**src/rtl/assert_macros.svh**
```systemverilog
// Assertion helpers for the RTL files; gbnc_engine includes them.
`ifndef ASSERT_MACROS_SVH
`define ASSERT_MACROS_SVH

// The property must hold at every clock edge outside reset.
`define GBNC_ASSERT(label, clk, rst_n, prop, msg) \
    label: assert property (@(posedge clk) disable iff (!rst_n) (prop)) else $error(msg);

// The condition must never be seen outside reset.
`define GBNC_NEVER(label, clk, rst_n, cond, msg) \
    label: assert property (@(posedge clk) disable iff (!rst_n) !(cond)) else $error(msg);

`endif

```
**src/rtl/gbnc_pkg.sv**
```systemverilog
// ----------------------------------------------------------------------------
// gbnc_pkg
// Types, codes and constants of the Go-Back-N sender window engine.
// ----------------------------------------------------------------------------
`default_nettype none

package gbnc_pkg;

    localparam int DEF_MAX_WINDOW = 32;
    localparam int DEF_SEQ_BITS   = 16;

    localparam int CWND_W       = 14;
    localparam int CNT_W        = 6;
    localparam int RESULT_LIMIT = 32;
    localparam int DIV_NUM_W    = 17;
    localparam int DIV_STEPS    = 17;
    localparam int DIV_STEP_W   = 5;
    localparam int QUO_W        = 9;

    localparam logic [CWND_W-1:0] Q_ONE          = 14'd256;
    localparam logic [CWND_W-1:0] SSTHRESH_RESET = 14'd4096;

    localparam logic [1:0] MODE_STOP_WAIT  = 2'd0;
    localparam logic [1:0] MODE_FIXED      = 2'd1;
    localparam logic [1:0] MODE_CONGESTION = 2'd2;

    localparam logic OP_TICK = 1'b0;
    localparam logic OP_ACK  = 1'b1;

    localparam int CFG_IDX_W = 3;
    localparam logic [CFG_IDX_W-1:0] CFG_MODE           = 3'd0;
    localparam logic [CFG_IDX_W-1:0] CFG_WINDOW_SIZE    = 3'd1;
    localparam logic [CFG_IDX_W-1:0] CFG_TOTAL_SEGMENTS = 3'd2;
    localparam logic [CFG_IDX_W-1:0] CFG_FAST_RETX      = 3'd3;
    localparam logic [CFG_IDX_W-1:0] CFG_FAST_RECOVERY  = 3'd4;
    localparam logic [CFG_IDX_W-1:0] CFG_TIMEOUT_TICKS  = 3'd5;

    typedef struct packed {
        logic [1:0]  mode;
        logic [5:0]  window_size;
        logic [15:0] total_segments;
        logic        fast_retransmit_on;
        logic        fast_recovery_on;
        logic [15:0] timeout_ticks;
    } cfg_t;

    typedef struct packed {
        logic        opcode;
        logic [15:0] ack_number;
    } req_t;

    typedef struct packed {
        logic              start;
        logic [CWND_W-1:0] divisor;
    } div_req_t;

    typedef struct packed {
        logic             done;
        logic [QUO_W-1:0] quotient;
    } div_rsp_t;

endpackage

`default_nettype wire

```
**src/rtl/gbnc_if.sv**
```systemverilog
// ----------------------------------------------------------------------------
// gbnc_item_if / gbnc_result_if
// Valid/ready channels for input events and for result items.
// ----------------------------------------------------------------------------
`default_nettype none

interface gbnc_item_if;
    logic        valid;
    logic        ready;
    logic        opcode;
    logic [15:0] ack_number;

    modport source (output valid, output opcode, output ack_number, input ready);
    modport sink   (input valid, input opcode, input ack_number, output ready);
endinterface

interface gbnc_result_if;
    logic        valid;
    logic        ready;
    logic        send_valid;
    logic [15:0] send_sequence;
    logic        is_retransmit;
    logic        last_of_run;
    logic        transfer_done;
    logic [13:0] window_now;

    modport source (output valid, output send_valid, output send_sequence,
                    output is_retransmit, output last_of_run, output transfer_done,
                    output window_now, input ready);
    modport sink   (input valid, input send_valid, input send_sequence,
                    input is_retransmit, input last_of_run, input transfer_done,
                    input window_now, output ready);
endinterface

`default_nettype wire

```
**src/rtl/gbnc_in_queue.sv**
```systemverilog
// ----------------------------------------------------------------------------
// gbnc_in_queue
// Two-entry request queue between the input channel and the engine.
// ----------------------------------------------------------------------------
`default_nettype none

module gbnc_in_queue (
    input  logic          clk,
    input  logic          rst_n,
    gbnc_item_if.sink     item,
    output logic          req_valid,
    output gbnc_pkg::req_t req,
    input  logic          req_ready
);
    import gbnc_pkg::*;

    req_t       entry_reg [2];
    logic       wr_ptr_reg;
    logic       wr_ptr_next;
    logic       rd_ptr_reg;
    logic       rd_ptr_next;
    logic [1:0] count_reg;
    logic [1:0] count_next;
    logic       push;
    logic       pop;

    assign item.ready = (count_reg != 2'd2);
    assign push       = item.valid && item.ready;
    assign req_valid  = (count_reg != 2'd0);
    assign pop        = req_valid && req_ready;
    assign req        = entry_reg[rd_ptr_reg];

    always_comb
    begin
        wr_ptr_next = push ? ~wr_ptr_reg : wr_ptr_reg;
        rd_ptr_next = pop ? ~rd_ptr_reg : rd_ptr_reg;
        count_next  = count_reg + 2'(push) - 2'(pop);
    end

    always_ff @(posedge clk or negedge rst_n)
    begin
        if (!rst_n)
        begin
            wr_ptr_reg <= 1'b0;
            rd_ptr_reg <= 1'b0;
            count_reg  <= 2'd0;
        end
        else
        begin
            wr_ptr_reg <= wr_ptr_next;
            rd_ptr_reg <= rd_ptr_next;
            count_reg  <= count_next;
        end
    end

    always_ff @(posedge clk)
    begin
        if (push)
        begin
            entry_reg[wr_ptr_reg] <= '{opcode: item.opcode, ack_number: item.ack_number};
        end
    end

endmodule

`default_nettype wire

```
**src/rtl/gbnc_recip_div.sv**
```systemverilog
// ----------------------------------------------------------------------------
// gbnc_recip_div
// Restoring divider for floor(65536 / divisor), one quotient bit per cycle.
// ----------------------------------------------------------------------------
`default_nettype none

module gbnc_recip_div (
    input  logic               clk,
    input  logic               rst_n,
    input  gbnc_pkg::div_req_t dreq,
    output gbnc_pkg::div_rsp_t drsp
);
    import gbnc_pkg::*;

    logic                  busy_reg;
    logic                  busy_next;
    logic                  done_reg;
    logic                  done_next;
    logic [DIV_STEP_W-1:0] step_reg;
    logic [DIV_STEP_W-1:0] step_next;
    logic [DIV_NUM_W-1:0]  num_reg;
    logic [DIV_NUM_W-1:0]  num_next;
    logic [DIV_NUM_W-1:0]  quo_reg;
    logic [DIV_NUM_W-1:0]  quo_next;
    logic [CWND_W-1:0]     rem_reg;
    logic [CWND_W-1:0]     rem_next;
    logic [CWND_W-1:0]     d_reg;
    logic [CWND_W-1:0]     d_next;
    logic [CWND_W:0]       trial;
    logic                  fits;

    assign trial = {rem_reg, num_reg[DIV_NUM_W-1]};
    assign fits  = (trial >= {1'b0, d_reg});

    always_comb
    begin
        busy_next = busy_reg;
        done_next = 1'b0;
        step_next = step_reg;
        num_next  = num_reg;
        quo_next  = quo_reg;
        rem_next  = rem_reg;
        d_next    = d_reg;
        if (dreq.start)
        begin
            busy_next = 1'b1;
            step_next = DIV_STEP_W'(DIV_STEPS);
            num_next  = DIV_NUM_W'(1) << 16;
            quo_next  = '0;
            rem_next  = '0;
            d_next    = dreq.divisor;
        end
        else if (busy_reg)
        begin
            // The remainder stays below the divisor, so it fits its width.
            rem_next  = fits ? CWND_W'(trial - {1'b0, d_reg}) : trial[CWND_W-1:0];
            quo_next  = {quo_reg[DIV_NUM_W-2:0], fits};
            num_next  = {num_reg[DIV_NUM_W-2:0], 1'b0};
            step_next = step_reg - 1'b1;
            if (step_reg == DIV_STEP_W'(1))
            begin
                busy_next = 1'b0;
                done_next = 1'b1;
            end
        end
    end

    always_ff @(posedge clk or negedge rst_n)
    begin
        if (!rst_n)
        begin
            busy_reg <= 1'b0;
            done_reg <= 1'b0;
            step_reg <= '0;
        end
        else
        begin
            busy_reg <= busy_next;
            done_reg <= done_next;
            step_reg <= step_next;
        end
    end

    always_ff @(posedge clk)
    begin
        num_reg <= num_next;
        quo_reg <= quo_next;
        rem_reg <= rem_next;
        d_reg   <= d_next;
    end

    assign drsp.done     = done_reg;
    assign drsp.quotient = quo_reg[QUO_W-1:0];

endmodule

`default_nettype wire

```
**src/rtl/gbnc_engine.sv**
```systemverilog
// ----------------------------------------------------------------------------
// gbnc_engine
// Window state, congestion control update and result sequencing.
// ----------------------------------------------------------------------------
`default_nettype none

`include "assert_macros.svh"

module gbnc_engine #(
    parameter int MAX_WINDOW = gbnc_pkg::DEF_MAX_WINDOW,
    parameter int SEQ_BITS   = gbnc_pkg::DEF_SEQ_BITS
) (
    input  logic               clk,
    input  logic               rst_n,
    input  gbnc_pkg::cfg_t     cfg,
    input  logic               req_valid,
    input  gbnc_pkg::req_t     req,
    output logic               req_ready,
    output gbnc_pkg::div_req_t div_req,
    input  gbnc_pkg::div_rsp_t div_rsp,
    gbnc_result_if.source      result
);
    import gbnc_pkg::*;

    localparam int SW = SEQ_BITS;
    localparam int WW = $clog2(MAX_WINDOW + 1);
    localparam logic [31:0] SEQ_MASK32 = 32'((64'd1 << SEQ_BITS) - 64'd1);

    localparam logic [1:0] ST_IDLE = 2'd0;
    localparam logic [1:0] ST_CWND = 2'd1;
    localparam logic [1:0] ST_DIV  = 2'd2;
    localparam logic [1:0] ST_EMIT = 2'd3;

    logic [1:0]        state_reg, state_next;
    logic [SW-1:0]     base_reg, base_next;
    logic [SW-1:0]     nxt_reg, nxt_next;
    logic [1:0]        dup_reg, dup_next;
    logic [CWND_W-1:0] cwnd_reg, cwnd_next;
    logic [CWND_W-1:0] ssth_reg, ssth_next;
    logic              trun_reg, trun_next;
    logic [15:0]       trem_reg, trem_next;
    logic              rtx_act_reg, rtx_act_next;
    logic [SW-1:0]     rtx_ptr_reg, rtx_ptr_next;
    logic [SW-1:0]     rtx_end_reg, rtx_end_next;
    logic [SW-1:0]     cnt_reg, cnt_next;
    logic [CNT_W-1:0]  n_reg, n_next;

    logic              ov_reg, ov_next;
    logic              o_send_reg, o_send_next;
    logic [15:0]       o_seq_reg, o_seq_next;
    logic              o_rtx_reg, o_rtx_next;
    logic              o_last_reg, o_last_next;
    logic              o_done_reg, o_done_next;
    logic [CWND_W-1:0] o_win_reg, o_win_next;

    logic [31:0]       tot32;
    logic [SW-1:0]     total;
    logic [5:0]        recv;
    logic [15:0]       tt_eff;
    logic [8:0]        w9;
    logic [5:0]        cw_int;
    logic [5:0]        cw_min;
    logic [WW-1:0]     wwin;
    logic [SW:0]       limit;
    logic [CWND_W-1:0] half;
    logic [CWND_W-1:0] ssth_half;
    logic [CWND_W-1:0] cap;
    logic [CWND_W-1:0] c_cur;
    logic [CWND_W:0]   c_step;
    logic              c_apply;
    logic [31:0]       ack_a;
    logic [SW-1:0]     ack_sat;
    logic [1:0]        dup_inc;
    logic              rtx_now;
    logic              new_now;
    logic              more_rtx;
    logic              more_new;
    logic              n_room;
    logic              n_room2;
    logic              out_free;

    assign tot32  = 32'(cfg.total_segments);
    assign total  = (tot32 > SEQ_MASK32) ? SEQ_MASK32[SW-1:0] : tot32[SW-1:0];
    assign recv   = (cfg.window_size == 6'd0) ? 6'd1 : cfg.window_size;
    assign tt_eff = (cfg.timeout_ticks == 16'd0) ? 16'd1 : cfg.timeout_ticks;
    assign cw_int = cwnd_reg[CWND_W-1:8];
    assign cw_min = (cw_int < recv) ? cw_int : recv;

    always_comb
    begin
        unique case (cfg.mode)
            MODE_STOP_WAIT:  w9 = 9'd1;
            MODE_CONGESTION: w9 = (cw_min == 6'd0) ? 9'd1 : 9'(cw_min);
            default:         w9 = 9'(recv);
        endcase
    end

    assign wwin  = (w9 > 9'(MAX_WINDOW)) ? WW'(MAX_WINDOW) : WW'(w9);
    assign limit = {1'b0, base_reg} + (SW+1)'(wwin);

    assign half      = cwnd_reg >> 1;
    assign ssth_half = (half < Q_ONE) ? Q_ONE : half;
    assign cap       = {recv, 8'd0};
    assign c_cur     = (cwnd_reg < Q_ONE) ? Q_ONE : cwnd_reg;

    assign ack_a   = (32'(req.ack_number) > 32'(total)) ? 32'(total) : 32'(req.ack_number);
    assign ack_sat = (ack_a > 32'(nxt_reg)) ? nxt_reg : ack_a[SW-1:0];
    assign dup_inc = (dup_reg == 2'd3) ? 2'd3 : dup_reg + 2'd1;

    // Results of one request are produced in order: retransmissions, then new sends.
    assign n_room   = (n_reg < CNT_W'(RESULT_LIMIT));
    assign n_room2  = (n_reg < CNT_W'(RESULT_LIMIT - 1));
    assign rtx_now  = rtx_act_reg && (rtx_ptr_reg < rtx_end_reg) && n_room;
    assign new_now  = (nxt_reg < total) && ({1'b0, nxt_reg} < limit) && n_room;
    assign more_rtx = ((SW+1)'(rtx_ptr_reg) + 1'b1 < (SW+1)'(rtx_end_reg)) && n_room2;
    assign more_new = rtx_now
                      ? ((nxt_reg < total) && ({1'b0, nxt_reg} < limit) && n_room2)
                      : (((SW+1)'(nxt_reg) + 1'b1 < (SW+1)'(total))
                         && ((SW+1)'(nxt_reg) + 1'b1 < limit) && n_room2);
    assign out_free = !ov_reg || result.ready;

    assign req_ready = (state_reg == ST_IDLE);

    always_comb
    begin
        state_next   = state_reg;
        base_next    = base_reg;
        nxt_next     = nxt_reg;
        dup_next     = dup_reg;
        cwnd_next    = cwnd_reg;
        ssth_next    = ssth_reg;
        trun_next    = trun_reg;
        trem_next    = trem_reg;
        rtx_act_next = rtx_act_reg;
        rtx_ptr_next = rtx_ptr_reg;
        rtx_end_next = rtx_end_reg;
        cnt_next     = cnt_reg;
        n_next       = n_reg;
        ov_next      = ov_reg && !result.ready;
        o_send_next  = o_send_reg;
        o_seq_next   = o_seq_reg;
        o_rtx_next   = o_rtx_reg;
        o_last_next  = o_last_reg;
        o_done_next  = o_done_reg;
        o_win_next   = o_win_reg;
        div_req      = '{start: 1'b0, divisor: c_cur};
        c_step       = '0;
        c_apply      = 1'b0;

        unique case (state_reg)
            ST_IDLE:
            begin
                if (req_valid)
                begin
                    n_next       = '0;
                    rtx_act_next = 1'b0;
                    state_next   = ST_EMIT;
                    if (base_reg < total)
                    begin
                        if (req.opcode == OP_TICK)
                        begin
                            if (trun_reg)
                            begin
                                if (trem_reg > 16'd1)
                                begin
                                    trem_next = trem_reg - 16'd1;
                                end
                                else
                                begin
                                    if (cfg.mode == MODE_CONGESTION)
                                    begin
                                        ssth_next = ssth_half;
                                        cwnd_next = Q_ONE;
                                    end
                                    rtx_act_next = 1'b1;
                                    rtx_ptr_next = base_reg;
                                    rtx_end_next = nxt_reg;
                                    dup_next     = 2'd0;
                                    trun_next    = 1'b1;
                                    trem_next    = tt_eff;
                                end
                            end
                        end
                        else if (ack_sat > base_reg)
                        begin
                            base_next = ack_sat;
                            dup_next  = 2'd0;
                            cnt_next  = ack_sat - base_reg;
                            if (ack_sat == nxt_reg)
                            begin
                                trun_next = 1'b0;
                                trem_next = 16'd0;
                            end
                            else
                            begin
                                trun_next = 1'b1;
                                trem_next = tt_eff;
                            end
                            if (cfg.mode == MODE_CONGESTION)
                            begin
                                state_next = ST_CWND;
                            end
                        end
                        else if ((ack_sat == base_reg) && (base_reg < nxt_reg))
                        begin
                            dup_next = dup_inc;
                            if (cfg.fast_retransmit_on && (dup_inc == 2'd3))
                            begin
                                rtx_act_next = 1'b1;
                                rtx_ptr_next = base_reg;
                                rtx_end_next = base_reg + 1'b1;
                                dup_next     = 2'd0;
                                if (cfg.mode == MODE_CONGESTION)
                                begin
                                    ssth_next = ssth_half;
                                    cwnd_next = cfg.fast_recovery_on ? ssth_half : Q_ONE;
                                end
                            end
                        end
                    end
                end
            end

            ST_CWND:
            begin
                if (c_cur < ssth_reg)
                begin
                    c_step  = {1'b0, c_cur} + {1'b0, Q_ONE};
                    c_apply = 1'b1;
                end
                else
                begin
                    div_req.start = 1'b1;
                    state_next    = ST_DIV;
                end
            end

            ST_DIV:
            begin
                if (div_rsp.done)
                begin
                    c_step  = {1'b0, c_cur} + (CWND_W+1)'(div_rsp.quotient);
                    c_apply = 1'b1;
                end
            end

            ST_EMIT:
            begin
                if (out_free)
                begin
                    ov_next     = 1'b1;
                    o_done_next = (base_reg >= total);
                    o_win_next  = cwnd_reg;
                    n_next      = n_reg + 1'b1;
                    if (rtx_now)
                    begin
                        o_send_next  = 1'b1;
                        o_seq_next   = 16'(rtx_ptr_reg);
                        o_rtx_next   = 1'b1;
                        o_last_next  = !(more_rtx || more_new);
                        rtx_ptr_next = rtx_ptr_reg + 1'b1;
                    end
                    else if (new_now)
                    begin
                        o_send_next = 1'b1;
                        o_seq_next  = 16'(nxt_reg);
                        o_rtx_next  = 1'b0;
                        o_last_next = !more_new;
                        nxt_next    = nxt_reg + 1'b1;
                        if (!trun_reg)
                        begin
                            trun_next = 1'b1;
                            trem_next = tt_eff;
                        end
                    end
                    else
                    begin
                        // Nothing to send: a single status result closes the request.
                        o_send_next = 1'b0;
                        o_seq_next  = 16'd0;
                        o_rtx_next  = 1'b0;
                        o_last_next = 1'b1;
                    end
                    if (o_last_next)
                    begin
                        state_next = ST_IDLE;
                    end
                end
            end

            default:
            begin
                state_next = ST_IDLE;
            end
        endcase

        // One additive increase step; reaching the receiver cap ends the update.
        if (c_apply)
        begin
            if (c_step >= {1'b0, cap})
            begin
                cwnd_next  = cap;
                state_next = ST_EMIT;
            end
            else
            begin
                cwnd_next  = c_step[CWND_W-1:0];
                cnt_next   = cnt_reg - 1'b1;
                state_next = (cnt_reg == SW'(1)) ? ST_EMIT : ST_CWND;
            end
        end
    end

    always_ff @(posedge clk or negedge rst_n)
    begin
        if (!rst_n)
        begin
            state_reg   <= ST_IDLE;
            base_reg    <= '0;
            nxt_reg     <= '0;
            dup_reg     <= 2'd0;
            cwnd_reg    <= Q_ONE;
            ssth_reg    <= SSTHRESH_RESET;
            trun_reg    <= 1'b0;
            trem_reg    <= 16'd0;
            rtx_act_reg <= 1'b0;
            n_reg       <= '0;
            ov_reg      <= 1'b0;
        end
        else
        begin
            state_reg   <= state_next;
            base_reg    <= base_next;
            nxt_reg     <= nxt_next;
            dup_reg     <= dup_next;
            cwnd_reg    <= cwnd_next;
            ssth_reg    <= ssth_next;
            trun_reg    <= trun_next;
            trem_reg    <= trem_next;
            rtx_act_reg <= rtx_act_next;
            n_reg       <= n_next;
            ov_reg      <= ov_next;
        end
    end

    always_ff @(posedge clk)
    begin
        rtx_ptr_reg <= rtx_ptr_next;
        rtx_end_reg <= rtx_end_next;
        cnt_reg     <= cnt_next;
        o_send_reg  <= o_send_next;
        o_seq_reg   <= o_seq_next;
        o_rtx_reg   <= o_rtx_next;
        o_last_reg  <= o_last_next;
        o_done_reg  <= o_done_next;
        o_win_reg   <= o_win_next;
    end

    assign result.valid         = ov_reg;
    assign result.send_valid    = o_send_reg;
    assign result.send_sequence = o_seq_reg;
    assign result.is_retransmit = o_rtx_reg;
    assign result.last_of_run   = o_last_reg;
    assign result.transfer_done = o_done_reg;
    assign result.window_now    = o_win_reg;

    `GBNC_ASSERT(a_base_le_next, clk, rst_n, base_reg <= nxt_reg, "send base passed next sequence")
    `GBNC_ASSERT(a_cwnd_floor, clk, rst_n, cwnd_reg >= Q_ONE, "cwnd fell below one segment")
    `GBNC_NEVER(a_result_limit, clk, rst_n, (state_reg == ST_EMIT) && (n_reg > CNT_W'(RESULT_LIMIT)), "too many results for one request")
    `GBNC_NEVER(a_req_while_busy, clk, rst_n, req_ready && (state_reg != ST_IDLE), "request taken while busy")

endmodule

`default_nettype wire

```
**src/rtl/gbn_sender_congestion_window_core.sv**
```systemverilog
// ----------------------------------------------------------------------------
// gbn_sender_congestion_window_core
// Go-Back-N sender window engine with Reno-style congestion control.
// ----------------------------------------------------------------------------
// Each request is a timer tick or a cumulative ACK; the engine answers with one
// result per segment to transmit, or a single status result, the final one
// marked last_of_run. Requests are handled one at a time behind a two-entry
// queue: the engine classifies a request, then emits its results, stalling
// while the result channel is not ready.
// In congestion mode an ACK that advances the base adds one cwnd update step
// per acknowledged segment, made directly in slow start and through the
// one-bit-per-cycle reciprocal divider in congestion avoidance; the
// update stops early when cwnd reaches the receiver cap.
`default_nettype none

module gbn_sender_congestion_window_core #(
    parameter int MAX_WINDOW = gbnc_pkg::DEF_MAX_WINDOW,
    parameter int SEQ_BITS   = gbnc_pkg::DEF_SEQ_BITS
) (
    input  logic                               clk,
    input  logic                               rst_n,
    gbnc_item_if.sink                          item,
    gbnc_result_if.source                      result,
    input  logic                               cfg_we,
    input  logic [gbnc_pkg::CFG_IDX_W-1:0]     cfg_index,
    input  logic [15:0]                        cfg_data
);
    import gbnc_pkg::*;

    cfg_t     cfg_reg;
    logic     req_valid;
    req_t     req;
    logic     req_ready;
    div_req_t div_req;
    div_rsp_t div_rsp;

    always_ff @(posedge clk or negedge rst_n)
    begin
        if (!rst_n)
        begin
            cfg_reg <= '{mode: MODE_FIXED, window_size: 6'd4, total_segments: 16'd1,
                         fast_retransmit_on: 1'b0, fast_recovery_on: 1'b0,
                         timeout_ticks: 16'd1000};
        end
        else if (cfg_we)
        begin
            unique case (cfg_index)
                CFG_MODE:           cfg_reg.mode               <= cfg_data[1:0];
                CFG_WINDOW_SIZE:    cfg_reg.window_size        <= cfg_data[5:0];
                CFG_TOTAL_SEGMENTS: cfg_reg.total_segments     <= cfg_data;
                CFG_FAST_RETX:      cfg_reg.fast_retransmit_on <= cfg_data[0];
                CFG_FAST_RECOVERY:  cfg_reg.fast_recovery_on   <= cfg_data[0];
                CFG_TIMEOUT_TICKS:  cfg_reg.timeout_ticks      <= cfg_data;
                default:            cfg_reg                    <= cfg_reg;
            endcase
        end
    end

    gbnc_in_queue u_queue (
        .clk       (clk),
        .rst_n     (rst_n),
        .item      (item),
        .req_valid (req_valid),
        .req       (req),
        .req_ready (req_ready)
    );

    gbnc_recip_div u_div (
        .clk   (clk),
        .rst_n (rst_n),
        .dreq  (div_req),
        .drsp  (div_rsp)
    );

    gbnc_engine #(
        .MAX_WINDOW (MAX_WINDOW),
        .SEQ_BITS   (SEQ_BITS)
    ) u_engine (
        .clk       (clk),
        .rst_n     (rst_n),
        .cfg       (cfg_reg),
        .req_valid (req_valid),
        .req       (req),
        .req_ready (req_ready),
        .div_req   (div_req),
        .div_rsp   (div_rsp),
        .result    (result)
    );

endmodule

`default_nettype wire

```
**src/flat_wrapper.sv**
```systemverilog
// flat-port wrapper written by rule: the top's interface ports become plain ports
module gbn_sender_congestion_window_core_flat import gbnc_pkg::*;
#(
    parameter int MAX_WINDOW = gbnc_pkg::DEF_MAX_WINDOW,
    parameter int SEQ_BITS   = gbnc_pkg::DEF_SEQ_BITS
)
  (clk, rst_n, cfg_we, cfg_index, cfg_data, item_valid, item_opcode, item_ack_number, item_ready, result_valid, result_send_valid, result_send_sequence, result_is_retransmit, result_last_of_run, result_transfer_done, result_window_now, result_ready);
  gbnc_item_if item_i ();
  gbnc_result_if result_i ();
  input  logic clk;
  input  logic rst_n;
  input  logic cfg_we;
  input  logic [gbnc_pkg::CFG_IDX_W-1:0] cfg_index;
  input  logic [15:0] cfg_data;
  input wire logic [$bits(item_i.valid)-1:0] item_valid;
  input wire logic [$bits(item_i.opcode)-1:0] item_opcode;
  input wire logic [$bits(item_i.ack_number)-1:0] item_ack_number;
  output wire logic [$bits(item_i.ready)-1:0] item_ready;
  output wire logic [$bits(result_i.valid)-1:0] result_valid;
  output wire logic [$bits(result_i.send_valid)-1:0] result_send_valid;
  output wire logic [$bits(result_i.send_sequence)-1:0] result_send_sequence;
  output wire logic [$bits(result_i.is_retransmit)-1:0] result_is_retransmit;
  output wire logic [$bits(result_i.last_of_run)-1:0] result_last_of_run;
  output wire logic [$bits(result_i.transfer_done)-1:0] result_transfer_done;
  output wire logic [$bits(result_i.window_now)-1:0] result_window_now;
  input wire logic [$bits(result_i.ready)-1:0] result_ready;
  assign item_i.valid = item_valid;
  assign item_i.opcode = item_opcode;
  assign item_i.ack_number = item_ack_number;
  assign item_ready = item_i.ready;
  assign result_valid = result_i.valid;
  assign result_send_valid = result_i.send_valid;
  assign result_send_sequence = result_i.send_sequence;
  assign result_is_retransmit = result_i.is_retransmit;
  assign result_last_of_run = result_i.last_of_run;
  assign result_transfer_done = result_i.transfer_done;
  assign result_window_now = result_i.window_now;
  assign result_i.ready = result_ready;
  gbn_sender_congestion_window_core #(.MAX_WINDOW(MAX_WINDOW), .SEQ_BITS(SEQ_BITS)) u_core (.clk(clk), .rst_n(rst_n), .item(item_i), .result(result_i), .cfg_we(cfg_we), .cfg_index(cfg_index), .cfg_data(cfg_data));
endmodule
```
**config.mk**
```make
export PLATFORM = sky130hd
export DESIGN_NAME = gbn_sender_congestion_window_core_flat
export DESIGN_NICKNAME = d
export VERILOG_FILES = /design/src/rtl/gbnc_pkg.sv /design/src/rtl/gbnc_if.sv /design/src/rtl/gbnc_in_queue.sv /design/src/rtl/gbnc_recip_div.sv /design/src/rtl/gbnc_engine.sv /design/src/rtl/gbn_sender_congestion_window_core.sv /design/src/flat_wrapper.sv
export VERILOG_INCLUDE_DIRS = /design/src /design/src/rtl
export SDC_FILE = /design/constraint.sdc
export NUM_CORES = 1
export LEC_CHECK = 0
export ABC_CLOCK_PERIOD_IN_PS = 7400
export BUFFER_PORTS_ARGS = -buffer_cell sky130_fd_sc_hd__buf_4
export CORE_MARGIN = 8
export CORE_UTILIZATION = 50
export DETAILED_ROUTE_END_ITERATION = 12
export PLACE_DENSITY_LB_ADDON = 0.3
export REMOVE_ABC_BUFFERS = 1
export SYNTH_ARGS = -nofsm -noshare
export SYNTH_HDL_FRONTEND = slang
export SYNTH_SLANG_ARGS = --single-unit
export TNS_END_PERCENT = 10
```
**constraint.sdc**
```tcl
create_clock -name clk -period 7.4 [get_ports clk]
set_input_delay 1.48 -clock clk [delete_from_list [all_inputs] [get_ports clk]]
set_output_delay 1.48 -clock clk [all_outputs]
set_load 0.005 [all_outputs]
```
* Yosys cells after proc, flatten, opt, wreduce, memory -nomap -nowiden
Memories as Yosys holds them, arrays and structs flattened.
Cells that the tools add are included.
** Cells by class
- Add/subtract/negate cells :: 17
- $lt $le $gt $ge :: 23
- Eq/ne operators :: 42
- Multiplexer cells :: 137
- Bitwise operators :: 3
- Reductions and logical operators :: 54
** Operator list (count)
- 16-bit two-way mux :: 40
- 14-bit two-way mux :: 22
- 16-bit less-than comparator :: 4
- 16-bit case mux with 2 select lines :: 2
- 16-bit by 1-bit adder with 16-bit output, second input constant :: 3
- 16-bit greater-than comparator :: 3
- 1-bit two-way mux :: 37
- 2-bit two-way mux :: 18
- 6-bit two-way mux :: 6
- 3-bit != test, second input constant :: 12
- 16-bit by 1-bit adder with 17-bit output, second input constant :: 2
- 17-bit by 16-bit less-than comparator with 1-bit output :: 2
- 16-bit equality test :: 2
- 16-bit by 1-bit subtractor with 16-bit output, second input constant :: 2
- 15-bit by 14-bit greater-or-equal comparator with 1-bit output :: 2
- 15-bit two-way mux :: 2
- 15-bit case mux with 2 select lines :: 1
- 13-bit two-way mux :: 2
- 6-bit case mux with 2 select lines :: 2
- 2-bit != test, second input constant :: 10
- 10-bit AND reduction :: 2
- 16-bit by 6-bit adder with 17-bit output :: 1
- 16-bit by 17-bit less-than comparator with 1-bit output :: 1
- 17-bit less-than comparator :: 1
- other kinds (50) :: 97
** Word-level totals
- Bits in registers :: 262
- RAM bits :: 34
- Word-level logic and storage cells :: 313
- Memories kept :: 1
** Memory list
- u_core.u_queue.entry_reg :: words 2, width 17, rd ports 1, clocked after Yosys merged registers in 0, write ports 1, RTL line gbnc_in_queue.sv:17 : req_t entry_reg [2];

* Logic depth before layout (Yosys ltp)
- Depth after elaboration :: 23
- Depth in mapped cells :: 37
- Gate-level depth less buffers :: 32

* Cells and area by module
From an unflattened synthesis, not the netlist that was laid out.
** Unflattened totals
- Cells, all modules :: 2216
- Area, all modules :: 21346.7 um2
** Modules (own cells, without submodules)
- gbnc_engine :: instances 1, cells an instance 1790, area an instance 15676.3 um2, seq. area each 4506.8 um2
- gbnc_recip_div :: instances 1, cells an instance 262, area an instance 2549.9 um2, seq. area each 1076.0 um2
- gbn_sender_congestion_window_core :: instances 1, cells an instance 94, area an instance 1686.6 um2, seq. area each 1062.3 um2
- gbnc_in_queue :: instances 1, cells an instance 70, area an instance 1433.9 um2, seq. area each 1121.1 um2

* Least setup slack after synthesis
OpenSTA, ideal clock, no wires.
- Path kind :: reg-to-reg
- From :: register u_core.u_queue.rd_ptr_reg
- To :: register u_core.u_engine.rtx_ptr_reg[0] (enable)
- Library setup time :: 0.394 ns
- Arrival time :: 7.180 ns
- Data required time :: 7.006 ns
- Slack :: -0.175 ns
- Stages on the path, launching flop included :: 30
- Buffers on the path :: 4
- Path through :: dfrtp_1 buf_2 buf_2 mux2_2 ha_1 nand4_2 nor4_2 a21bo_2 a31oi_4 buf_6 mux2_2 ha_1 a21oi_1 nor2b_1 o21ai_0 nand2b_1 a21oi_1 nor2b_1 o211ai_1 a21oi_1 clkbuf_1 mux2_2 ha_1 nand4_1 nor4_1 nand2_1 nor3_1 a31oi_1 nand2b_1 a21oi_1
** Between the ends
- Word-level cells in the longest chain between the ends :: 9
- Elaborated cells between the ends (all ways) :: 14
** Ends and longest elaborated chain
- start: declaration :: RTL line gbnc_in_queue.sv:20 : logic rd_ptr_reg;
- start signal: assignment :: RTL line gbnc_in_queue.sv:51 : rd_ptr_reg <= rd_ptr_next;
- memory read 2 x 17 bit (*)
- 16-bit greater-than comparator :: RTL line gbnc_engine.sv:106 : assign ack_a = (32'(req.ack_number) > 32'(total)) ? 32'(total) : 32'(req.ack_number);
- 16-bit two-way mux (*) :: RTL line gbnc_engine.sv:106
- 16-bit greater-than comparator :: RTL line gbnc_engine.sv:107 : assign ack_sat = (ack_a > 32'(nxt_reg)) ? nxt_reg : ack_a[SW-1:0];
- 16-bit two-way mux (*) :: RTL line gbnc_engine.sv:107
- net u_core.u_engine.ack_sat[10] :: RTL line gbnc_engine.sv:72 : logic [SW-1:0] ack_sat;
- branches (longest 3 deep; another with 16-bit greater-than comparator)
- 10-bit AND reduction (no line) (*)
- end signal: assignment :: RTL line gbnc_engine.sv:348 : rtx_ptr_reg <= rtx_ptr_next;
- end: declaration :: RTL line gbnc_engine.sv:43 : logic [SW-1:0] rtx_ptr_reg, rtx_ptr_next;
Mark *: on every way through the listed nets, which the timed path passes.
A chain may end at the register's enable or synchronous reset.

* Worst setup path after layout
- From :: register u_core.u_queue.rd_ptr_reg
- To :: register u_core.u_engine.trem_reg[2]
** Between the ends
- Word-level cells in the longest chain between the ends :: 12
- Elaborated cells between the ends (all ways) :: 16
** Ends and longest elaborated chain
- memory read 2 x 17 bit (*)
- branches (longest 11 deep; another with 16-bit greater-than comparator)
- end signal: assignment :: RTL line gbnc_engine.sv:339 : trem_reg <= trem_next;
- end: declaration :: RTL line gbnc_engine.sv:41 : logic [15:0] trem_reg, trem_next;
Every way passes the cells marked *. The select of a mux whose other input is x is not followed.

==> results.md <==
* Mapped cell area at 0.0206 mm2
* MaxCap Viol Count at 0
* CTS tree: built
* Filler Cell Count at 3531
* Remaining DRCs at 0
* Design internal power at 0.00628 W
* Post-synth EDFFs at 114
* Routed via count at 17.3k
* Syn_area_per_cell at 9.45 um2
* CTS buffer count at 35
* Hold Path Stages at 1
* Total Routing Usage GR at 0.245
* Worst reg2reg endpoint: u_core.u_engine.trem_reg[2]
* Worst-path clk slew at 0.06 ns
* FF+latch count, synth at 295
* Dominant synthesized flop cell: dfrtp_1
* Setup TNS at 0 ns
* Yosys warns at 0
* Synth unique cells at 90
* Setup violations, final at 0
* Vias in the first global route at 17.1k
* Synth Area in Compound Gates at 0.185
* Critical path fanouts, max at 11
* Area share of fa/ha/maj cells after synthesis at 0.149
* Seq pwr share at 0.250
* Synth area leader: edfxtp_1
* Setup crit start kind: flip-flop
* Worst EP required at 7.83 ns
* CP max stage delay at 0.43 ns
* Psw at 0.00530 W
* FMAX at 0.140 GHz
* CTS Buffer Depth at 3
* Sw Ratio at 0.458
* Clk network pwr share at 0.149
* Die span in y at 219 um
* Multiplexer share of the synthesized area at 0.0465
* WHS Endpoint: u_core.u_engine.cnt_reg[14]
* Clock Latency Late Sink at 0.56 ns
* Overall power at 0.0116 W
* Post-detailed-route via-to-cell ratio at 6.07
* Initial antenna violation count at 0
* Ant. Diodes at 0
* Worst reg-to-reg path cell count at 35
* Share of cells above drive strength 1 at 0.158
* Slew HR at 0.219
* TritonRoute pass-1 iters at 6
* Placer Congestion at 0.947
* Clock sink count at 295
* XOR/XNOR Fraction of Synth Area at 0.0540
* Most numerous cell on the critical path: a21oi_1
* Post-Syn Instances at 2178
* Peak VDD IR at 0.219 mV
* Critical path endpoint category: flip-flop
* Largest cells by area after synthesis: edfxtp_1 (17%), dfrtp_1 (16%), ha_1 (15%), xnor2_1 (4.3%), dfxtp_1 (3.9%)
* Largest register FFs at 42
* R2r startpoint: u_core.u_queue.rd_ptr_reg
* WL per Instance at 21.0 um
* Most common cell in the synthesized netlist: ha_1
* HPWL Detailed at 45100 um
* Layout Nets at 2580
* CTS H-tree lvls at 2
* Root Buffer: clkbuf_16
* Combinational fraction of design power at 0.601
* GRT overflow at 0
* Site Rows at 74
* PwrDens at 491 mW/mm2
* Outcome: finished clean
* Final ANT Viol Nets at 0
* Tmin final at 7.12 ns
* Starting density of the core at 0.505
* Largest net degree at the start of global routing at 75
* First-pass GRT wire length at 94100 um
* Clk_skew at 0.0203 ns
* Top cell type's share of synthesized area at 0.166
* Area Overhead vs Synth at 14.6%
* Setup CP Type: flip-flop to flip-flop
* Slew Limit Fails at 0
* Min-delay src: u_core.u_engine.cnt_reg[14]
* Seq/Total Area, Yosys at 0.377
* Final WL at 59900 um
* Die Wd at 219 um
* Initial DRC count at 1157
* CP arrival at 7.56 ns
* Die footprint at 0.0479 mm2
* Worst path slowest cell: dfrtp_2
* Area of the core at 0.0407 mm2
* Post-synth ARST share at 0.478
* Fin crit share at 0.963
* Final hold vios at 0
* Port Buffers at 76
* Leakage at 10.2 nW
* Worst-Margin Slew at 1.16 ns
* Top post-synthesis cells by count: ha_1 (239), nand2_1 (172), nor2_1 (166), o21ai_0 (158), a21oi_1 (148)
* Largest family of logic cells by synthesized area: compound AO/OA/AOI/OAI gates
* Flop-to-flop setup slack at 0.28 ns
* Worst Hold Slack at 0.485 ns
* Top Ports at 77
* Synth Area in Simple Gates at 0.146
* HP Class: flip-flop to flip-flop
## layout by cell type, fill, tap and decap left out, types with 19 or more instances in the layout
cell	synthesis	routed
a211oi_1	28	25
a21o_1	51	51
a21oi_1	148	143
a22o_1	24	24
and2_1	20	19
and3_1	23	23
buf_4	0	150
clkbuf_16	0	36
dfrtp_1	130	129
dfxtp_1	40	40
edfxtp_1	114	114
ha_1	239	237
inv_1	136	136
mux2_2	67	67
nand2_1	172	171
nand2b_1	26	26
nand3_1	44	44
nand4_1	29	29
nor2_1	166	165
nor2b_1	20	20
nor3_1	56	56
o21ai_0	158	152
xnor2_1	100	99
xor2_1	27	26
## cells by family (layout without fill, tap and decap cells)
kind of cell / count (synthesis) / count (layout)
AO/OA/AOI/OAI: 580 / 582
XOR/XNOR: 127 / 127
adder cells (fa/ha/maj): 243 / 243
buffers and inverters: 222 / 365
flip-flops: 295 / 295
multiplexers: 87 / 87
AND/OR/NAND/NOR: 624 / 624
## worst max-delay path: cells and delay by family (launching register included)
kind                     cells  cell delay, ns
buffers and inverters        5            0.87
adder cells (fa/ha/maj)      4            1.25
AND/OR/NAND/NOR              9            1.24
multiplexers                 2            0.75
AO/OA/AOI/OAI               15            2.44
flip-flops                   1            0.43
## worst max-delay path by stage
stage	from	endpoint	slack [ns]	depth (start not counted)
floorplan	u_core.u_queue.rd_ptr_reg	u_core.u_engine.cwnd_reg[7]	-0.88	27
global placement	u_core.cfg_reg[35]	u_core.u_engine.trem_reg[13]	-0.34	31
detailed placement	u_core.cfg_reg[35]	u_core.u_engine.trem_reg[13]	-0.40	31
CTS	u_core.u_queue.rd_ptr_reg	u_core.u_engine.trem_reg[0]	0.05	33
global route	u_core.u_queue.rd_ptr_reg	u_core.u_engine.trem_reg[7]	-0.07	35
finish	u_core.u_queue.rd_ptr_reg	u_core.u_engine.trem_reg[2]	0.28	35
## per-layer routing
metal | share of wire | wire length, um | track usage
met4 | 0.032 | 1940 | 0.0850
met2 | 0.46 | 27300 | 0.395
met1 | 0.44 | 26300 | 0.332
met3 | 0.072 | 4310 | 0.0402
met5 | 0 | 0 | 0
## cell type report
class                      count  area, um2  area share
tap                          532        666      0.0282
timing repair buffer         162       1290      0.0546
clock inverter                15        120     0.00509
clock buffer                  49       1020      0.0432
multi-input combinational   1663      12200       0.518
sequential                   295       7770       0.329
inverter                     139        522      0.0221
## power groups by stage
stage / Combinational (W) / Clock (W) / Sequential, W
after floorplan: 0.00435 / 0 / 0.00277
after global placement: 0.00630 / 0 / 0.00288
after detailed placement: 0.00648 / 0 / 0.00290
after CTS: 0.00658 / 0.00175 / 0.00287
after global routing: 0.00762 / 0.00181 / 0.00296
final: 0.00696 / 0.00172 / 0.00290
## repair_timing
action                     in CTS  in global routing
setup endpoints to repair      36                117
hold buffers                    0                  0
cloned                          1                  1
gates resized for setup         9                 45
buffers inserted                0                 11
pin swaps                       0                 12
## metrics by stage
step                      setup WS, ns  std cells   util  area, um2
final                            0.275       2855  0.579      23600
after global routing           -0.0747       2855  0.579      23600
after CTS                       0.0480       2843  0.572      23300
after detailed placement        -0.400       2778  0.543      22100
after global placement          -0.340       2778  0.543      22100
after floorplan                 -0.878       2095      -      20200
No activity file was read; power rests on OpenSTA's default activity.
